File: src/hw/rtl/alst_pkg.sv
`timescale 1ns / 1ps
// Shared types for the affine lazy segment tree: datapath commands and status.
package alst_pkg;

    localparam int unsigned DataW  = 32;
    localparam int unsigned IdxW   = 11;
    localparam int unsigned AddrW  = 3;

    typedef enum logic [4:0] {
        DP_NOP,
        DP_CLR,
        DP_LOAD,
        DP_POP,
        DP_RD_NODE,
        DP_LATCH,
        DP_MUL_A,
        DP_MUL_B,
        DP_ADD_B,
        DP_MUL_SUM,
        DP_MUL_LEN,
        DP_ADD_SUM,
        DP_WR_NODE,
        DP_RD_CHILD,
        DP_LAT_CHILD,
        DP_MUL_CA,
        DP_MUL_CM,
        DP_WR_CHILD,
        DP_STK_NEXT,
        DP_RD_LEFT,
        DP_RD_RIGHT,
        DP_WR_PARENT,
        DP_EMIT
    } t_dp_op;

    typedef struct packed {
        logic clr_last;
        logic stk_empty;
        logic top_phase;
        logic top_oob;
        logic top_kids;
        logic covered;
        logic disjoint;
        logic has_kids;
        logic is_query;
        logic child_last;
        logic out_free;
    } t_dp_stat;

endpackage

File: src/hw/rtl/alst_ctrl.sv
`timescale 1ns / 1ps
// Controller: sequences the tree walk, one node step at a time.
module alst_ctrl (
    input  logic               i_clk,
    input  logic               i_rst_n,
    input  logic               i_in_valid,
    output logic               o_in_stall,
    input  alst_pkg::t_dp_stat i_stat,
    output alst_pkg::t_dp_op   o_cmd
);

    typedef enum logic [4:0] {
        S_CLEAR, S_IDLE, S_FETCH, S_LATCH, S_MA, S_MB, S_AB, S_MS, S_ML, S_AS,
        S_WR, S_C_RD, S_C_LAT, S_C_M1, S_C_M2, S_C_WR, S_EXP, S_P_RD1, S_P_WR,
        S_DONE
    } t_state;

    t_state r_state, n_state;
    logic   r_in_stall;
    logic   w_accept;

    assign w_accept   = i_in_valid && !r_in_stall;
    assign o_in_stall = r_in_stall;

    always_comb begin
        n_state = r_state;
        o_cmd   = alst_pkg::DP_NOP;
        case (r_state)
            S_CLEAR: begin
                o_cmd = alst_pkg::DP_CLR;
                if (i_stat.clr_last) begin
                    n_state = S_IDLE;
                end
            end
            S_IDLE: begin
                if (w_accept) begin
                    o_cmd = alst_pkg::DP_LOAD;
                    n_state = S_FETCH;
                end
            end
            S_FETCH: begin
                if (i_stat.stk_empty) begin
                    n_state = S_DONE;
                end else if (i_stat.top_phase) begin
                    // return to a parent after its children: re-sum
                    if (i_stat.top_kids) begin
                        o_cmd = alst_pkg::DP_RD_LEFT;
                        n_state = S_P_RD1;
                    end else begin
                        o_cmd = alst_pkg::DP_POP;
                    end
                end else if (i_stat.top_oob) begin
                    o_cmd = alst_pkg::DP_POP;
                end else begin
                    o_cmd = alst_pkg::DP_RD_NODE;
                    n_state = S_LATCH;
                end
            end
            S_LATCH: begin
                o_cmd = alst_pkg::DP_LATCH;
                n_state = (!i_stat.is_query && i_stat.covered) ? S_MA : S_MS;
            end
            S_MA: begin o_cmd = alst_pkg::DP_MUL_A;   n_state = S_MB; end
            S_MB: begin o_cmd = alst_pkg::DP_MUL_B;   n_state = S_AB; end
            S_AB: begin o_cmd = alst_pkg::DP_ADD_B;   n_state = S_MS; end
            S_MS: begin o_cmd = alst_pkg::DP_MUL_SUM; n_state = S_ML; end
            S_ML: begin o_cmd = alst_pkg::DP_MUL_LEN; n_state = S_AS; end
            S_AS: begin o_cmd = alst_pkg::DP_ADD_SUM; n_state = S_WR; end
            S_WR: begin
                o_cmd = alst_pkg::DP_WR_NODE;
                n_state = i_stat.has_kids ? S_C_RD : S_EXP;
            end
            S_C_RD:  begin o_cmd = alst_pkg::DP_RD_CHILD;  n_state = S_C_LAT; end
            S_C_LAT: begin o_cmd = alst_pkg::DP_LAT_CHILD; n_state = S_C_M1; end
            S_C_M1:  begin o_cmd = alst_pkg::DP_MUL_CA;    n_state = S_C_M2; end
            S_C_M2:  begin o_cmd = alst_pkg::DP_MUL_CM;    n_state = S_C_WR; end
            S_C_WR: begin
                o_cmd = alst_pkg::DP_WR_CHILD;
                n_state = i_stat.child_last ? S_EXP : S_C_RD;
            end
            S_EXP: begin
                o_cmd = alst_pkg::DP_STK_NEXT;
                n_state = S_FETCH;
            end
            S_P_RD1: begin o_cmd = alst_pkg::DP_RD_RIGHT;  n_state = S_P_WR; end
            S_P_WR:  begin o_cmd = alst_pkg::DP_WR_PARENT; n_state = S_FETCH; end
            S_DONE: begin
                if (!i_stat.is_query) begin
                    n_state = S_IDLE;
                end else if (i_stat.out_free) begin
                    o_cmd = alst_pkg::DP_EMIT;
                    n_state = S_IDLE;
                end
            end
            default: n_state = S_IDLE;
        endcase
    end

    always_ff @(posedge i_clk) begin
        if (!i_rst_n) begin
            r_state <= S_CLEAR;
            r_in_stall <= 1'b1;
        end else begin
            r_state <= n_state;
            if (n_state == S_IDLE) begin
                r_in_stall <= 1'b0;
            end else begin
                r_in_stall <= 1'b1;
            end
        end
    end

endmodule

File: config.mk
export PLATFORM = sky130hd
export DESIGN_NAME = alst_ctrl
export DESIGN_NICKNAME = d
export VERILOG_FILES = /design/src/hw/rtl/alst_pkg.sv /design/src/hw/rtl/alst_ctrl.sv
export SDC_FILE = /design/constraint.sdc
export NUM_CORES = 1
export LEC_CHECK = 0
export ABC_AREA = 1
export BUFFER_PORTS_ARGS = -buffer_cell sky130_fd_sc_hd__buf_4
export CAP_MARGIN = 20
export CELL_PAD_IN_SITES_DETAIL_PLACEMENT = 1
export CELL_PAD_IN_SITES_GLOBAL_PLACEMENT = 1
export CORE_ASPECT_RATIO = 1.2
export CORE_MARGIN = 2
export CORE_UTILIZATION = 36
export CTS_CLUSTER_SIZE = 25
export DETAILED_ROUTE_END_ITERATION = 16
export PLACE_DENSITY_LB_ADDON = 0.1
export SLEW_MARGIN = 20
export SYNTH_ARGS = -nofsm -noshare
export SYNTH_HDL_FRONTEND = slang
export SYNTH_SLANG_ARGS = --single-unit
File: constraint.sdc
create_clock -name i_clk -period 3.8 [get_ports i_clk]
set_input_delay 0.19 -clock i_clk [delete_from_list [all_inputs] [get_ports i_clk]]
set_output_delay 0.19 -clock i_clk [all_outputs]
set_load 0.03 [all_outputs]
### After elaboration in Yosys (flattened, before gate mapping)

Index checks and enable logic that the tools add are counted.

* eq/ne operators: 20
* muxes and demuxes: 21
* reductions and logical operators: 6

Operator list (count)
* $pmux W5 S20: 1
* $pmux W5 S19: 1
* $mux W5: 15
* $eq A5 B4 Y1 const B: 8
* $eq A5 B3 Y1 const B: 4
* $eq A5 B5 Y1 const B: 4
* $eq A5 B1 Y1 const B: 2
* $eq A5 B2 Y1 const B: 2
* $logic_not A5 Y1: 1
* $mux W2: 2
* $mux W3: 1
* $logic_and A1 B1 Y1: 2
* $logic_not A1 Y1: 2
* $reduce_or A2 Y1: 1
* $mux W1: 1

* register bits after elaboration: 6
* input bits: 14
* word-level logic and storage cells: 49

### Logic depth before layout (Yosys ltp)

* depth in word-level cells: 6
* gate-level depth with buffers: 11

### Least setup slack after synthesis

OpenSTA, ideal clock, no wires.

* path type: reg2out
* start point: register r_state[2]
* end point: output o_cmd[4]
* arrival time: 1446 ps
* required time: 3610 ps
* setup slack: 2164 ps
* cell stages (with the launch flop): 6
* path buffers: 0
* cells stage by stage: dfxtp_1 > nor2_4 > inv_2 > nor2_2 > nand2_1 > o2111ai_1

* cells in the longest elaborated chain, start to end: 2
* elaborated cells between the ends (all ways): 21

RTL lines
* start, declared: RTL line alst_ctrl.sv:18 `t_state r_state, n_state;`
* start signal, assigned: RTL line alst_ctrl.sv:104 `r_state <= n_state;`
* $eq A5 B5 Y1, or another cell as far along: RTL line alst_ctrl.sv:28 `case (r_state)`
* $pmux W5 S20 (*): RTL line alst_ctrl.sv:28
* end, declared: RTL line alst_ctrl.sv:9 `output alst_pkg::t_dp_op o_cmd`

Mark *: on every way between the ends. The rest lies on a longest branch, timed or not.

### Final worst setup path

* start point: register r_state[4]
* end point: output o_cmd[2]

Same word-level chain as after synthesis.

==> run_results.csv <==
group,metric,value,unit
synth,synth_seq_cells,6,
timing,skew,0.006188,ns
drt,postRouteAntennaNets,0,
drt,vias,995,
setup_path,crit_path_max_incr_delay,0.69,ns
floorplanning,start_util,38.10,%
clocking,hold_buffers,0,
synth,synth-xor-area-share,0,%
power_and_ir_drop,p_switching,113.2,uW
timing,timing.fmax,468.0,MHz
synth,seq_area_frac_synth,15.21,%
timing,rsz0062_at_grt,"false",
final_layout,diodes,0,
synth,syn-num-nets,157,
global_routing,antenna_found_initial,0,
floorplanning,die_w,46.75,microns
setup_path,cp_data_arrival_time,1.95,ns
timing,final-hold-violation-count,0,
timing,worst_pin_slew,0.5945,ns
flow_run,max_cap_viol_count,0,
power_and_ir_drop,pwr-share-clk,21.1,%
clocking,cts_max_level,1,
floorplanning,io_pins,20,
drt,wl_per_cell,13.92,microns
power_and_ir_drop,total_power,264.6,uW
clocking,clkLatencyLatePin,0.24,ns
clocking,clkTransAtPathRegs,0.04,ns
final_layout,final_area,969.7,sq um
global_routing,grt_overflow,0,
timing,period_share,56.23,%
synth,synth_top_area_share,18.54,%
global_routing,grt_max_degree,13,
setup_path,cp_max_fo,12,
synth,yosys_warnings,0,
setup_path,path_class,"reg -> out",
power_and_ir_drop,pwr-share-seq,30.5,%
worst_hold_path,hold_class,"in -> reg",
floorplanning,core-area,2072,sq um
timing,relSlewSlack,60.31,%
placed_design,hpwl,2.217,mm
placed_design,place_area,947.2,sq um
timing,final_max_slew_viol_count,0,
final_layout,syn2layout_area_growth,22.82,%
synth,yosys-top-cells-area,"nand2_1 (19%), dfxtp_1 (15%), nor2_1 (9.5%), nand3_1 (8.9%), inv_1 (6.7%)",
synth,synth.distinct_cells,26,
floorplanning,die-height,55.30,microns
timing,fin_setup_tns,0,ns
power_and_ir_drop,p_int,151.4,uW
clocking,post_cts_resized,0,
synth,synth-compound-area-share,12.04,%
drt,drc,0,
setup_path,worst_setup_path_end_kind,"output pin",
power_and_ir_drop,p_comb_share,48.4,%
setup_path,crit_required,3.61,ns
power_and_ir_drop,peakVddDrop,265.1,uV
synth,synth_simple_gate_area_share,60.86,%
drt,drt-vias-per-instance,5.182,
clocking,cts_root_buf,"clkbuf_4",
clocking,cts.sinks,6,
final_layout,drive_above_1_share,25.31,%
floorplanning,dieArea,2585,sq um
clocking,cts_setup_buffers,0,
global_routing,first_global_vias,1026,
global_routing,track_usage,23.15,%
floorplanning,num_rows,18,
synth,synth.area.mux_share,0,%
outcome,outcome,"complete, no violations",
clocking,cts.path.max_buffers,2,
synth,synth_top_family_by_area,"simple AND/OR/NAND/NOR gates",
drt,first_pass_iters,4,
power_and_ir_drop,power_density,272.8,nW/um^2
synth,netlist_area,789.5,sq um
placed_design,io_buffers,18,
placed_design,gp_congestion,0.8746,
setup_path,crit_path_cell_trace,"inv_2 -> nand2_1 -> nor2_1 -> nor3_1 -> o2111ai_1 -> buf_4",
synth,synth-adder-area-share,0,%
clocking,cts_buffers,3,
synth,synth_area_per_cell,5.521,sq um
final_layout,utilization,46.80,%
setup_path,cp_slowest_cell,"dfxtp_1",
timing,setup_viol,0,
drt,drt_wl_total,2.672,mm
synth,yosysTopAreaCell,"nand2_1",
power_and_ir_drop,leakagePower,0.5155,nW
setup_path,cp-start-kind,"flip-flop",
clocking,tritoncts,"built",
global_routing,grt_pass1_wl,4.512,mm
timing,holdWs,0.1606,ns
synth,syn_inst,143,
power_and_ir_drop,swShare,42.79,%
drt,first_iter_violations,19,
final_layout,nets,178,
timing,fin_crit,2.137,ns
## sequential cells by signal (all words and copies together), names as in the netlist
signal,flops
o_in_stall,1
r_state,5
## synth_stat cells
master     number
or2_2           1
nand3_1        14
o21ai_1         1
nor2_2          5
nor2_1         20
nor3_2          1
nand3_2         1
a31oi_1         3
o21ai_0         3
nand2_1        39
nand2_2         1
o211ai_1        1
o2111ai_1       3
buf_4           2
inv_2           7
nor2_4          3
and2_1          1
nor3b_1         2
nand3b_1        1
dfxtp_1         6
inv_1          14
a22oi_1         1
nor3_1          4
a21oi_1         3
nand3b_2        1
nand4_1         5
## cell type report
class                           count  area (sq um)
Timing Repair Buffer               18         135.1
Fill cell                         319          1102
Multi-Input combinational cell    114         575.6
Sequential cell                     6         120.1
Tap cell                           30         37.54
Clock buffer                        3         22.52
Inverter                           21         78.83
## power by group through the flow
stage	sequential [mW]	clock [mW]	combinational, mW
after floorplan	0.0828	0	0.0826
after global placement	0.0811	0	0.126
after detailed placement	0.0817	0	0.128
after CTS	0.0806	0.0592	0.129
after global routing	0.0817	0.0671	0.142
final	0.0808	0.0558	0.128
## layout by cell type, fill, tap and decap left out
cell        n
buf_4      18
dfxtp_1     6
a22oi_1     1
nand3b_1    1
nand3_2     1
nand2_2     1
o21ai_0     3
nor2_4      3
or2_2       1
nor3_2      1
nand3b_2    1
nor3b_1     2
nor2_2      5
o21ai_1     1
nor2_1     20
o2111ai_1   3
nand2_1    39
nor3_1      4
a31oi_1     3
nand4_1     5
and2_1      1
nand3_1    14
inv_1      14
a21oi_1     3
inv_2       7
clkbuf_4    3
o211ai_1    1
## path summary, 6_finish.rpt
kind | from | endpoint | slack [ns] | cells past startpoint
max | r_state[4] | o_cmd[2] | 1.66 | 6
min | i_rst_n | r_state[1] | 0.16 | 3
max reg2reg | r_state[4] | o_in_stall | 1.99 | 9
min reg2reg | o_in_stall | r_state[0] | 0.74 | 6
## critical path: cells and delay by family, from the launching register on
family | cells | cell delay [ns]
AOI/OAI and AO/OA | 1 | 0.15
buffers and inverters | 2 | 0.38
DFF | 1 | 0.69
and+or+nand+nor | 3 | 0.49
## metal layers
| layer | wire length [microns] | part of all wire, % | GRT usage, % | vias up |
|---|---|---|---|---|
| met5 | 0 | 0 | 0 | - |
| met2 | 1353 | 51 | 37.10 | 18 |
| met3 | 63 | 2.4 | 2.614 | 2 |
| met4 | 17 | 0.64 | 7.143 | 0 |
| li1 | - | - | - | 512 |
| met1 | 1238 | 46 | 31.65 | 463 |
## through the flow
step           setup slack, ns  std cells
6_report                 1.663        192
5_1_grt                  1.514        192
3_3_place_gp             2.012        189
2_1_floorplan            2.164        143
4_1_cts                  1.707        192
3_5_place_dp             1.984        189
## cells by family (layout without fill, tap and decap cells)
kind of cell	after synthesis	in the layout
and+or+nand+nor	99	99
buffers and inverters	23	42
AOI/OAI and AO/OA	15	15
DFF	6	6
Power figures use the tool's default switching activity.
